[src/hw/rtl/pts_pkg.sv]
// pts_pkg: shared types, token kind codes, keyword table and character classes
`default_nettype none

package pts_pkg;

   // default sizes
   localparam int MAX_NAME_DEF   = 31;
   localparam int MAX_DIGITS_DEF = 14;

   // fixed field widths
   localparam int KIND_W       = 6;
   localparam int VALUE_W      = 32;
   localparam int NAME_LEN_W   = 5;
   localparam int NAME_COUNT_W = 6;
   localparam int DIGIT_CNT_W  = 5;
   localparam int CHARS_W      = 256;
   localparam int KW_COUNT     = 13;

   // token kinds
   localparam logic [KIND_W-1:0] KIND_PLUS    = 6'd13;
   localparam logic [KIND_W-1:0] KIND_MINUS   = 6'd14;
   localparam logic [KIND_W-1:0] KIND_TIMES   = 6'd15;
   localparam logic [KIND_W-1:0] KIND_SLASH   = 6'd16;
   localparam logic [KIND_W-1:0] KIND_LPAREN  = 6'd17;
   localparam logic [KIND_W-1:0] KIND_RPAREN  = 6'd18;
   localparam logic [KIND_W-1:0] KIND_EQL     = 6'd19;
   localparam logic [KIND_W-1:0] KIND_LSS     = 6'd20;
   localparam logic [KIND_W-1:0] KIND_GTR     = 6'd21;
   localparam logic [KIND_W-1:0] KIND_NEQ     = 6'd22;
   localparam logic [KIND_W-1:0] KIND_LEQ     = 6'd23;
   localparam logic [KIND_W-1:0] KIND_GEQ     = 6'd24;
   localparam logic [KIND_W-1:0] KIND_COMMA   = 6'd25;
   localparam logic [KIND_W-1:0] KIND_PERIOD  = 6'd26;
   localparam logic [KIND_W-1:0] KIND_SEMI    = 6'd27;
   localparam logic [KIND_W-1:0] KIND_ASSIGN  = 6'd28;
   localparam logic [KIND_W-1:0] KIND_IDENT   = 6'd29;
   localparam logic [KIND_W-1:0] KIND_NUMBER  = 6'd30;
   localparam logic [KIND_W-1:0] KIND_NUL     = 6'd31;
   localparam logic [KIND_W-1:0] KIND_OTHER   = 6'd32;

   // characters of interest
   localparam logic [7:0] CH_SPACE = 8'h20;
   localparam logic [7:0] CH_TAB   = 8'h09;
   localparam logic [7:0] CH_LF    = 8'h0a;
   localparam logic [7:0] CH_COLON = 8'h3a;
   localparam logic [7:0] CH_LESS  = 8'h3c;
   localparam logic [7:0] CH_EQUAL = 8'h3d;
   localparam logic [7:0] CH_GREAT = 8'h3e;

   // keyword text, first character in the low byte, zero padded
   localparam logic [63:0] KW_TEXT [KW_COUNT] = '{
      64'h0000_006e_6967_6562,   // begin
      64'h0000_0000_0064_6e65,   // end
      64'h0000_0000_0000_6669,   // if
      64'h0000_0000_6e65_6874,   // then
      64'h0000_0065_6c69_6877,   // while
      64'h0000_0000_0000_6f64,   // do
      64'h0000_6e72_7574_6572,   // return
      64'h6e6f_6974_636e_7566,   // function
      64'h0000_0000_0072_6176,   // var
      64'h0000_0074_736e_6f63,   // const
      64'h0000_0000_0064_646f,   // odd
      64'h0000_0065_7469_7277,   // write
      64'h006e_6c65_7469_7277    // writeln
   };
   localparam logic [NAME_LEN_W-1:0] KW_LEN [KW_COUNT] = '{
      5'd5, 5'd3, 5'd2, 5'd4, 5'd5, 5'd2, 5'd6, 5'd8, 5'd3, 5'd5, 5'd3, 5'd5, 5'd7
   };

   // what is waiting for the next character
   typedef enum logic [2:0] {
      PEND_NONE    = 3'd0,
      PEND_NAME    = 3'd1,
      PEND_NUMBER  = 3'd2,
      PEND_COLON   = 3'd3,
      PEND_LESS    = 3'd4,
      PEND_GREATER = 3'd5
   } pend_type;

   typedef struct packed {
      logic [KIND_W-1:0]     kind;
      logic [VALUE_W-1:0]    value;
      logic                  too_large;
      logic [NAME_LEN_W-1:0] name_len;
      logic                  too_long;
      logic [CHARS_W-1:0]    chars;
      logic                  last;
   } token_type;

   function automatic logic is_letter(input logic [7:0] c);
      return (c >= 8'h41 && c <= 8'h5a) || (c >= 8'h61 && c <= 8'h7a);
   endfunction

   function automatic logic is_digit(input logic [7:0] c);
      return c >= 8'h30 && c <= 8'h39;
   endfunction

   function automatic logic is_blank(input logic [7:0] c);
      return c == CH_SPACE || c == CH_TAB || c == CH_LF;
   endfunction

   // kind of a one-character token
   function automatic logic [KIND_W-1:0] single_kind(input logic [7:0] c);
      logic [KIND_W-1:0] k;
      case (c)
         8'h2b:   k = KIND_PLUS;
         8'h2d:   k = KIND_MINUS;
         8'h2a:   k = KIND_TIMES;
         8'h2f:   k = KIND_SLASH;
         8'h28:   k = KIND_LPAREN;
         8'h29:   k = KIND_RPAREN;
         8'h3d:   k = KIND_EQL;
         8'h2c:   k = KIND_COMMA;
         8'h2e:   k = KIND_PERIOD;
         8'h3b:   k = KIND_SEMI;
         default: k = KIND_OTHER;
      endcase
      return k;
   endfunction

endpackage

`default_nettype wire

[src/hw/rtl/pl0_token_scanner_core.sv]
// pl0_token_scanner_core: PL/0 lexical scanner, one source character per request
`default_nettype none

// Usage
//  - req channel: one source byte per request on req_char_in, taken at a clock
//    edge where req_valid is high and req_stall is low
//  - rsp channel: one token per request on the rsp_ fields, taken at an edge
//    where rsp_valid is high and rsp_stall is low; rsp_last_of_run marks the
//    final token caused by one character
//  - a character may yield no token (blanks, or a name or number still being
//    built), one token, or two (the completed pending token and its own)
//  - a token is written into the registered result queue when the character that completes it is taken
//  - one character per cycle: the scan state and the keyword compare settle
//    in the cycle the request is taken; the only limit is the result port,
//    which drains one token per cycle from a four entry result queue
//  - req_stall is high while the queue holds more than two tokens, so a
//    taken character always finds room for both of the tokens it may yield
//  - when the receiver stalls, the head token holds and the queue fills;
//    requests stop once it can no longer take two tokens
//  - synchronous reset empties the queue and clears the scan state; a name,
//    number or operator prefix still pending is dropped without a token
module pl0_token_scanner_core
   import pts_pkg::*;
#(
   parameter int MAX_NAME   = MAX_NAME_DEF,
   parameter int MAX_DIGITS = MAX_DIGITS_DEF
) (
   input  wire logic                  clock,
   input  wire logic                  reset,
   input  wire logic                  req_valid,
   output logic                       req_stall,
   input  wire logic [7:0]            req_char_in,
   output logic                       rsp_valid,
   input  wire logic                  rsp_stall,
   output logic [KIND_W-1:0]          rsp_token_kind,
   output logic [VALUE_W-1:0]         rsp_number_value,
   output logic                       rsp_number_too_large,
   output logic [NAME_LEN_W-1:0]      rsp_name_length,
   output logic                       rsp_name_too_long,
   output logic [63:0]                rsp_name_chars_a,
   output logic [63:0]                rsp_name_chars_b,
   output logic [63:0]                rsp_name_chars_c,
   output logic [63:0]                rsp_name_chars_d,
   output logic                       rsp_last_of_run
);

   // name buffer keeps the characters that survive truncation
   localparam int NAME_DEPTH = MAX_NAME - 1;
   localparam int IDX_W      = $clog2(NAME_DEPTH);
   localparam int Q_DEPTH    = 4;
   localparam int QP_W       = 2;
   localparam int QC_W       = 3;

   // scan state
   pend_type                pend_ff, pend_in;
   logic [NAME_COUNT_W-1:0] name_count_ff, name_count_in;
   logic [VALUE_W-1:0]      acc_ff, acc_in;
   logic [DIGIT_CNT_W-1:0]  digit_count_ff, digit_count_in;
   logic [7:0]              name_buf_ff [NAME_DEPTH];
   logic                    buf_we;
   logic [IDX_W-1:0]        buf_waddr;

   // result queue
   token_type               queue_ff [Q_DEPTH];
   logic [QP_W-1:0]         head_ff, head_in;
   logic [QP_W-1:0]         tail_ff, tail_in;
   logic [QC_W-1:0]         count_ff, count_in;

   logic                    accept;
   logic                    pop;
   logic                    c_letter, c_digit, c_blank;
   logic                    scan_fresh;
   logic                    flush_valid, fresh_valid;
   token_type               flush_tok, fresh_tok;
   token_type               push0, push1;
   logic [1:0]              n_push;

   // name token pieces
   logic                    name_too_long;
   logic [NAME_LEN_W-1:0]   name_len;
   logic [CHARS_W-1:0]      name_flat;
   logic                    kw_found;
   logic [KIND_W-1:0]       kw_kind;
   token_type               name_tok;
   token_type               number_tok;

   assign accept    = req_valid && !req_stall;
   assign pop       = rsp_valid && !rsp_stall;
   assign req_stall = count_ff > QC_W'(Q_DEPTH - 2);
   assign rsp_valid = count_ff != '0;

   assign c_letter = is_letter(req_char_in);
   assign c_digit  = is_digit(req_char_in);
   assign c_blank  = is_blank(req_char_in);

   // ---------------------------------------------------------------------
   // name token: truncated length, zero padded characters, keyword lookup
   // ---------------------------------------------------------------------
   assign name_too_long = name_count_ff >= NAME_COUNT_W'(MAX_NAME);
   assign name_len      = name_too_long ? NAME_LEN_W'(NAME_DEPTH)
                                        : name_count_ff[NAME_LEN_W-1:0];

   for (genvar gi = 0; gi < CHARS_W / 8; gi++) begin : g_flat
      if (gi < NAME_DEPTH) begin : g_live
         assign name_flat[gi*8 +: 8] = (NAME_LEN_W'(gi) < name_len) ? name_buf_ff[gi]
                                                                   : 8'h00;
      end else begin : g_pad
         assign name_flat[gi*8 +: 8] = 8'h00;
      end
   end

   // bytes past the length are zero, so a padded compare is exact
   always_comb begin
      kw_found = 1'b0;
      kw_kind  = KIND_IDENT;
      for (int k = 0; k < KW_COUNT; k++) begin
         if (!kw_found && name_len == KW_LEN[k] && name_flat[63:0] == KW_TEXT[k]) begin
            kw_found = 1'b1;
            kw_kind  = KIND_W'(k);
         end
      end
   end

   always_comb begin
      name_tok          = '0;
      name_tok.too_long = name_too_long;
      if (kw_found) begin
         name_tok.kind = kw_kind;
      end else begin
         name_tok.kind     = KIND_IDENT;
         name_tok.name_len = name_len;
         name_tok.chars    = name_flat;
      end
   end

   always_comb begin
      number_tok           = '0;
      number_tok.kind      = KIND_NUMBER;
      number_tok.value     = acc_ff;
      number_tok.too_large = digit_count_ff > DIGIT_CNT_W'(MAX_DIGITS);
   end

   // ---------------------------------------------------------------------
   // does this character end what is pending and get scanned on its own
   // ---------------------------------------------------------------------
   always_comb begin
      case (pend_ff)
         PEND_NAME:    scan_fresh = !(c_letter || c_digit);
         PEND_NUMBER:  scan_fresh = !c_digit;
         PEND_COLON:   scan_fresh = req_char_in != CH_EQUAL;
         PEND_LESS:    scan_fresh = req_char_in != CH_EQUAL && req_char_in != CH_GREAT;
         PEND_GREATER: scan_fresh = req_char_in != CH_EQUAL;
         default:      scan_fresh = 1'b1;
      endcase
   end

   // ---------------------------------------------------------------------
   // next scan state
   // ---------------------------------------------------------------------
   always_comb begin
      pend_in        = pend_ff;
      name_count_in  = name_count_ff;
      acc_in         = acc_ff;
      digit_count_in = digit_count_ff;
      buf_we         = 1'b0;
      buf_waddr      = name_count_ff[IDX_W-1:0];
      if (scan_fresh) begin
         pend_in = PEND_NONE;
         if (c_letter) begin
            pend_in       = PEND_NAME;
            buf_we        = 1'b1;
            buf_waddr     = '0;
            name_count_in = NAME_COUNT_W'(1);
         end else if (c_digit) begin
            pend_in        = PEND_NUMBER;
            acc_in         = {28'd0, req_char_in[3:0]};
            digit_count_in = DIGIT_CNT_W'(1);
         end else if (req_char_in == CH_COLON) begin
            pend_in = PEND_COLON;
         end else if (req_char_in == CH_LESS) begin
            pend_in = PEND_LESS;
         end else if (req_char_in == CH_GREAT) begin
            pend_in = PEND_GREATER;
         end
      end else begin
         case (pend_ff)
            PEND_NAME: begin
               // characters past the truncation point are counted, not kept
               buf_we = name_count_ff < NAME_COUNT_W'(NAME_DEPTH);
               if (name_count_ff < NAME_COUNT_W'(MAX_NAME)) begin
                  name_count_in = name_count_ff + NAME_COUNT_W'(1);
               end
            end
            PEND_NUMBER: begin
               acc_in = (acc_ff << 3) + (acc_ff << 1) + {28'd0, req_char_in[3:0]};
               if (digit_count_ff <= DIGIT_CNT_W'(MAX_DIGITS)) begin
                  digit_count_in = digit_count_ff + DIGIT_CNT_W'(1);
               end
            end
            default: begin
               // two-character operator completed
               pend_in = PEND_NONE;
            end
         endcase
      end
   end

   // ---------------------------------------------------------------------
   // tokens caused by this character
   // ---------------------------------------------------------------------
   always_comb begin
      flush_valid = 1'b0;
      flush_tok   = '0;
      case (pend_ff)
         PEND_NAME: begin
            flush_valid = scan_fresh;
            flush_tok   = name_tok;
         end
         PEND_NUMBER: begin
            flush_valid = scan_fresh;
            flush_tok   = number_tok;
         end
         PEND_COLON: begin
            flush_valid    = 1'b1;
            flush_tok.kind = scan_fresh ? KIND_NUL : KIND_ASSIGN;
         end
         PEND_LESS: begin
            flush_valid = 1'b1;
            if (scan_fresh) begin
               flush_tok.kind = KIND_LSS;
            end else if (req_char_in == CH_EQUAL) begin
               flush_tok.kind = KIND_LEQ;
            end else begin
               flush_tok.kind = KIND_NEQ;
            end
         end
         PEND_GREATER: begin
            flush_valid    = 1'b1;
            flush_tok.kind = scan_fresh ? KIND_GTR : KIND_GEQ;
         end
         default: begin
            flush_valid = 1'b0;
         end
      endcase

      fresh_tok      = '0;
      fresh_tok.kind = single_kind(req_char_in);
      fresh_tok.last = 1'b1;
      fresh_valid    = scan_fresh && !c_blank && !c_letter && !c_digit
                       && req_char_in != CH_COLON && req_char_in != CH_LESS
                       && req_char_in != CH_GREAT;
      flush_tok.last = !fresh_valid;
   end

   assign push0  = flush_valid ? flush_tok : fresh_tok;
   assign push1  = fresh_tok;
   assign n_push = accept ? ({1'b0, flush_valid} + {1'b0, fresh_valid}) : 2'd0;

   // ---------------------------------------------------------------------
   // queue pointers
   // ---------------------------------------------------------------------
   always_comb begin
      head_in  = pop ? head_ff + QP_W'(1) : head_ff;
      tail_in  = tail_ff + QP_W'(n_push);
      count_in = count_ff + QC_W'(n_push) - QC_W'(pop);
   end

   always_ff @(posedge clock) begin
      if (reset) begin
         pend_ff        <= PEND_NONE;
         name_count_ff  <= '0;
         acc_ff         <= '0;
         digit_count_ff <= '0;
         head_ff        <= '0;
         tail_ff        <= '0;
         count_ff       <= '0;
      end else begin
         if (accept) begin
            pend_ff        <= pend_in;
            name_count_ff  <= name_count_in;
            acc_ff         <= acc_in;
            digit_count_ff <= digit_count_in;
         end
         head_ff  <= head_in;
         tail_ff  <= tail_in;
         count_ff <= count_in;
      end
   end

   // payload storage, no reset
   always_ff @(posedge clock) begin
      if (accept && buf_we) begin
         name_buf_ff[buf_waddr] <= req_char_in;
      end
      if (n_push != 2'd0) begin
         queue_ff[tail_ff] <= push0;
      end
      if (n_push == 2'd2) begin
         queue_ff[tail_ff + QP_W'(1)] <= push1;
      end
   end

   // head of queue to the result ports
   assign rsp_token_kind       = queue_ff[head_ff].kind;
   assign rsp_number_value     = queue_ff[head_ff].value;
   assign rsp_number_too_large = queue_ff[head_ff].too_large;
   assign rsp_name_length      = queue_ff[head_ff].name_len;
   assign rsp_name_too_long    = queue_ff[head_ff].too_long;
   assign rsp_name_chars_a     = queue_ff[head_ff].chars[63:0];
   assign rsp_name_chars_b     = queue_ff[head_ff].chars[127:64];
   assign rsp_name_chars_c     = queue_ff[head_ff].chars[191:128];
   assign rsp_name_chars_d     = queue_ff[head_ff].chars[255:192];
   assign rsp_last_of_run      = queue_ff[head_ff].last;

endmodule

`default_nettype wire

[config.mk]
export PLATFORM = sky130hd
export DESIGN_NAME = pl0_token_scanner_core
export DESIGN_NICKNAME = d
export VERILOG_FILES = /design/src/hw/rtl/pts_pkg.sv /design/src/hw/rtl/pl0_token_scanner_core.sv
export SDC_FILE = /design/constraint.sdc
export NUM_CORES = 2
export LEC_CHECK = 0
export ABC_AREA = 1
export BUFFER_PORTS_ARGS = -buffer_cell sky130_fd_sc_hd__clkbuf_2
export CAP_MARGIN = 20
export CORE_UTILIZATION = 50
export CTS_CLUSTER_SIZE = 10
export DETAILED_ROUTE_END_ITERATION = 10
export PLACE_DENSITY = 0.7
export SLEW_MARGIN = 20
export SYNTH_ARGS = -nofsm -noshare
export SYNTH_HDL_FRONTEND = slang
export SYNTH_SLANG_ARGS = --single-unit
[constraint.sdc]
create_clock -name clock -period 4.46 [get_ports clock]
set_clock_uncertainty 0.2 [all_clocks]
set_input_delay 0 -clock clock [delete_from_list [all_inputs] [get_ports clock]]
set_output_delay 0 -clock clock [all_outputs]
set_load 0.02 [all_outputs]
Word level (Yosys, flattened, before mapping)
Memory sizes are Yosys's and may differ from the RTL's. A register that Yosys moved wholly into a read port is not among the register bits.
Cells that the tools add are included.
{"block": "totals", "register_bits": 53, "latchBits": 0, "ramBits": 1448, "rom_bits": 0, "inputBits": 12, "elab_cells": 289, "mem_count": 2}
{"block": "classes", "addsub": 10, "multipliers": 0, "div_mod_pow": 0, "magnitude_cmp": 42, "eq_ne": 50, "shifts": 0, "muxes": 104, "bitwise": 0, "reduce_logical": 74}
{"name": "queue_ff", "words": 4, "word_bits": 302, "rd": 1, "rd_ports_with_merged_regs": 1, "wr": 2, "line": "pl0_token_scanner_core.sv:64", "text": "token_type queue_ff [Q_DEPTH];"}
{"name": "name_buf_ff", "words": 30, "word_bits": 8, "rd": 30, "rd_ports_with_merged_regs": 0, "wr": 1, "line": "pl0_token_scanner_core.sv:59", "text": "logic [7:0] name_buf_ff [NAME_DEPTH];"}
{"cell": "$pmux 296 s2", "n": 1}
{"cell": "$mux 302", "n": 1}
{"cell": "$eq 64x39->1 const B", "n": 4}
{"cell": "$mux 240", "n": 1}
{"cell": "$mux 8", "n": 30}
{"cell": "$eq 64x23->1 const B", "n": 3}
{"cell": "$eq 64x15->1 const B", "n": 2}
{"cell": "$mux 32", "n": 4}
{"cell": "$eq 8x6->1 const B", "n": 14}
{"cell": "$mux 6", "n": 17}
{"cell": "$lt 5x5->1 const A", "n": 14}
{"cell": "$eq 64x31->1 const B", "n": 1}
{"cell": "$eq 64x47->1 const B", "n": 1}
{"cell": "$eq 64x55->1 const B", "n": 1}
{"cell": "$eq 64x63->1 const B", "n": 1}
{"cell": "$pmux 6 s10", "n": 1}
{"cell": "$mux 5", "n": 10}
{"cell": "$lt 4x5->1 const A", "n": 8}
{"cell": "$logic_and 1x1->1", "n": 38}
{"cell": "$add 32x32->32", "n": 1}
{"cell": "$add 32x4->32", "n": 1}
{"cell": "$ne 8x6->1 const B", "n": 4}
{"cell": "$pmux 6 s5", "n": 1}
{"cell": "$mux 1", "n": 23}
{"cell": "43 further kinds", "n": 98}

Depth between registers and ports, before layout
{"block": "logic_depth", "ltp_word": 58, "depth_mapped": 28, "ltp_nobuf": 26}

Worst setup path after synthesis
OpenSTA, ideal clock, no wires.
{"block": "synth_timing", "path_type": "reg-to-reg", "start": "register pend_ff[0]", "end": "memory queue_ff[2][296] (netlist bit) (enable)", "setup_ps": 318, "arrival_ps": 4196, "required_ps": 3942, "path_slack_ps": -254, "path_stages_with_launch": 26, "n_path_buf": 4, "period_less_slack_ps": 4714, "path_cell_list": "dfxtp_1 -> inv_1 -> nor2_1 -> inv_1 -> nor2_1 -> inv_1 -> nand2_1 -> o211ai_1 -> nand2_1 -> nor2_1 -> clkinv_1 -> clkbuf_1 -> clkbuf_1 -> ha_1 -> inv_1 -> nor2_1 -> nor2_1 -> nor3_2 -> clkinv_1 -> nor2_1 -> nand2_1 -> inv_1 -> nor2_1 -> clkbuf_1 -> clkbuf_1 -> inv_1"}
{"element": "from (decl)", "line": "pl0_token_scanner_core.sv:55", "text": "pend_type pend_ff, pend_in;"}
{"element": "from (signal assigned)", "line": "pl0_token_scanner_core.sv:279", "text": "pend_ff <= pend_in;"}
{"element": "to (decl)", "line": "pl0_token_scanner_core.sv:64"}

Final worst setup path
{"block": "layout_timing", "start": "input port req_char_in[6]", "end": "memory name_buf_ff[23][5] (enable)"}
{"block": "layout_via", "elab_chain_cells": 10, "word_cells_on_any_way": 24, "cone_classes": "6 x order compare; 2 x eq/ne; 7 x mux; 9 x reduce/logical"}
{"element": "from (decl)", "line": "pl0_token_scanner_core.sv:32", "text": "input wire logic [7:0] req_char_in,"}
{"element": "$ge 8x7->1 / $le 8x7->1 (equally long branches)", "line": "pts_pkg.sv:91", "text": "return (c >= 8'h41 && c <= 8'h5a) || (c >= 8'h61 && c <= 8'h7a);"}
{"element": "$logic_and 1x1->1", "line": "pts_pkg.sv:91"}
{"element": "$logic_or 1x1->1", "line": "pts_pkg.sv:91"}
{"element": "$logic_or 1x1->1", "line": "pl0_token_scanner_core.sv:148", "text": "PEND_NAME: scan_fresh = !(c_letter || c_digit);"}
{"element": "$logic_not 1->1", "line": "pl0_token_scanner_core.sv:148"}
{"element": "$pmux 1 s4", "line": "pl0_token_scanner_core.sv:147", "text": "case (pend_ff)"}
{"element": "$mux 1", "line": "pl0_token_scanner_core.sv:167", "text": "if (scan_fresh) begin"}
{"element": "$logic_and 1x1->1", "line": "pl0_token_scanner_core.sv:292", "text": "if (accept && buf_we) begin"}
{"element": "$mux 1", "line": "pl0_token_scanner_core.sv:292"}
{"element": "$mux 1 (implied by the code)", "line": "pl0_token_scanner_core.sv:293", "text": "name_buf_ff[buf_waddr] <= req_char_in;"}
{"element": "to (decl)", "line": "pl0_token_scanner_core.sv:59"}
Parallel ways exist; a longest one is shown, timed or not.

==> results.sh <==
export IMPL_overflow=0
export IMPL_drt_iter0_drc=5865
export IMPL_cp_end_kind="flip-flop"
export IMPL_routed_wirelength_um=191000
export IMPL_endpoint="name_buf_ff[23][5]"
export IMPL_arrival_ns=4.42
export IMPL_cp_data_required_time_ns=4.66
export IMPL_hold_viol=0
export IMPL_cts_tree="yes"
export IMPL_core_area_sq_um=117000
export IMPL_area_growth_pct=14.3
export IMPL_clock_tree_root_cell="clkbuf_16"
export IMPL_worst_skew_pair_late_latency_ns=0.78
export IMPL_clockBufferDepth=3
export IMPL_yosysSeqAreaShare_pct=53.3
export IMPL_setup_violations=0
export IMPL_ys_ff_latch=1439
export IMPL_h_tree_depth=4
export IMPL_final_antenna_net_count=0
export IMPL_via_per_inst=5.89
export IMPL_crit_chain="dlygate4sd3_1 > clkbuf_2 > nor2_1 > inv_1 > nor3_2 > inv_1 > nor3_1 > inv_1 > o211ai_1 > nand2_1 > a31oi_2 > inv_1 > buf_4 > nand2_1 > inv_1 > nor2_1 > nand3_1 > nor2_1"
export IMPL_ir_drop_uv=542
export IMPL_rr_worst_depth=15
export IMPL_power_density_nw_per_um2=538
export IMPL_die_x_um=346
export IMPL_yosys_warnings=0
export IMPL_antenna_found_initial=3
export IMPL_ys_types=54
export IMPL_place_gp_congestion=0.942
export IMPL_slew_headroom_pct=8.41
export IMPL_dpl_hpwl_um=110000
export IMPL_synth_edff_count=264
export IMPL_dpl_instance_area_sq_um=62200
export IMPL_final_area_sq_um=67500
export IMPL_syn_instance_count=7298
export IMPL_io_pins=316
export IMPL_drive_above_1_share_pct=10.8
export IMPL_status="finished, final reports clean"
export IMPL_reg2reg_slack_ns=0.24
export IMPL_period_needed_ns=4.22
export IMPL_finalPower_w=0.0363
export IMPL_dr_pass1_iters=6
export IMPL_reg2reg_to="name_buf_ff[23][5]"
export IMPL_cp_common_cell="inv_1"
export IMPL_post_route_drc_count=0
export IMPL_final_nets=7519
export IMPL_io_buffers=299
export IMPL_cts_reportedPaths_clkPinSlew_ns=0.05
export IMPL_fill_cells=10297
export IMPL_drv_cap=0
export IMPL_holdCritPathClass="primary input to flip-flop"
export IMPL_syn_cell_area_sq_um=59000
export IMPL_worstMarginPinSlew_ns=1.37
export IMPL_rows=125
export IMPL_cp_start_kind="primary input"
export IMPL_dieArea_sq_um=119000
export IMPL_async_reset_ff_share_pct=0
export IMPL_fp_dieH_um=346
export IMPL_r2r_start="pend_ff[2]"
export IMPL_hp_start="req_char_in[3]"
export IMPL_wl_per_cell_um=21.1
export IMPL_worstSetupStartpoint="req_char_in[6]"
export IMPL_slowest_delay_ns=0.87
export IMPL_grtUsageTotal_pct=30.7
export IMPL_synth_flop_cell="dfxtp_1"
export IMPL_syn_avg_cell_area_sq_um=8.08
export IMPL_grt_pass1_vias=49769
export IMPL_cp_max_fo=13
export IMPL_critPathKind="primary input to flip-flop"
export IMPL_crit_path_top_delay_cell="nor2_1"
export IMPL_fmax_mhz=237
export IMPL_cts_sinks=1439
export IMPL_p_leak_nw=26.9
export IMPL_drv_slew=0
export IMPL_grt_start_max_net_pins=213
export IMPL_num_vias=53381
export IMPL_cts_inserted_buffers=165
export IMPL_final_period_utilization_pct=94.7
export IMPL_start_util_pct=50.6
export IMPL_grt_pass1_wl_um=291000
## registers in the layout, summed over array words and instances, names as in the netlist, named ones only
| name | flops |
|---|---|
| name_buf_ff | 240 |
| count_ff | 3 |
| digit_count_ff | 5 |
| tail_ff | 2 |
| queue_ff | 1144 |
| name_count_ff | 6 |
| head_ff | 2 |
| pend_ff | 3 |
| acc_ff | 32 |
## worst max-delay path: cells and delay by family
| family | cells | cell delay, ns |
|---|---|---|
| simple gates | 8 | 2.56 |
| compound gates | 2 | 0.32 |
| buf+inv | 8 | 1.51 |
## cells by family after synthesis
family	count (synthesis)	share of synthesized area [%]
AO/OA/AOI/OAI	1800	16.9
adder cells (fa/ha/maj)	71	1.54
XOR/XNOR	10	0.148
other	1	0.00636
buffers and inverters	688	4.54
AND/OR/NAND/NOR	3289	23.5
flip-flops	1439	53.3
## synthesized netlist by cell type, types with 9 or more instances
library cell / n / area share [%]
a211oi_1: 9 / 0.11
a21oi_1: 88 / 0.75
a22o_1: 136 / 2.0
buf_1: 33 / 0.21
buf_2: 17 / 0.14
buf_4: 16 / 0.20
clkbuf_1: 455 / 2.9
clkinv_1: 9 / 0.057
dfxtp_1: 1175 / 40
edfxtp_1: 264 / 13
ha_1: 68 / 1.4
inv_1: 149 / 0.95
nand2_1: 2079 / 13
nand3_1: 96 / 0.81
nand3b_1: 10 / 0.13
nand4_1: 117 / 1.2
nor2_1: 783 / 5.0
nor3_1: 33 / 0.28
nor3_2: 42 / 0.71
nor3_4: 9 / 0.25
nor3b_1: 17 / 0.22
nor3b_2: 45 / 0.95
nor4_1: 9 / 0.095
nor4b_1: 16 / 0.24
o21ai_0: 1238 / 11
o22ai_1: 291 / 3.1
or2_2: 19 / 0.20
## power by group
group,switching (W),internal [W],leakage [nW]
Sequential,0.000131,0.0134,11.8
Combinational,0.00794,0.00240,12.8
Clock,0.00529,0.00715,2.32
Total,0.0134,0.0229,26.9
## final cells by class
class                           instances  area [sq um]  share of cell area (%)
Sequential cell                      1439         31500                    46.6
Multi-Input combinational cell       5186         25000                    37.1
Clock buffer                          243          4470                    6.63
Inverter                              165           647                   0.959
Timing Repair Buffer                  479          3570                    5.29
Antenna cell                            4          10.0                  0.0148
Tap cell                             1524          1910                    2.83
Clock inverter                         17           352                   0.521
## how the worst min path moves through the flow
stage | cells past startpoint | end | slack [ns]
after global routing | 2 | name_buf_ff[19][3] | 0.04
after floorplan | 0 | name_buf_ff[0][0] | -0.10
final | 2 | name_buf_ff[19][3] | 0.07
after detailed placement | 2 | queue_ff[2][54] | 0.23
after CTS | 2 | name_buf_ff[19][3] | 0.03
after global placement | 2 | queue_ff[1][129] | 0.23
## routing by layer
metal	track usage [%]	part of all wire [%]
met5	0	0.0068
met4	12.6	3.7
met3	4.52	8.3
met2	49.6	46
met1	41.2	42
## per-stage QoR
stage / setup TNS, ns / hold WS [ns] / cells / utilization, % / setup slack [ns]
finish: 0 / 0.0678 / 9057 / 57.9 / 0.236
CTS: 0 / 0.0268 / 9040 / 57.7 / 0.114
global placement: 0 / 0.231 / 8767 / 53.4 / 0.194
global route: -0.0128 / 0.0351 / 9054 / 57.9 / -0.00636
detailed placement: 0 / 0.234 / 8767 / 53.4 / 0.0621
floorplan: -0.0690 / -0.101 / 7313 / - / -0.0115
## repair_timing
| item | in CTS | in global routing |
|---|---|---|
| endpoints found under the setup margin | 0 | 845 |
| hold endpoints to repair | 264 | 0 |
| hold buffers | 13 | 0 |
| resized for setup | 0 | 25 |
| buffers inserted | 0 | 6 |
## cells in the final DEF, fill, tap and decap left out, types with 41 or more instances in the layout
master,n
inv_1,147
nor3_2,41
o21ai_0,1238
nor3b_2,45
buf_4,111
nand4_1,117
buf_12,42
edfxtp_1,264
nand3_1,96
a21oi_1,88
nor2_1,772
dfxtp_1,1173
nand2_1,2079
a22o_1,136
clkbuf_2,299
o22ai_1,291
ha_1,67
clkbuf_1,74
clkbuf_16,171
(Power assumes the default switching activity.)
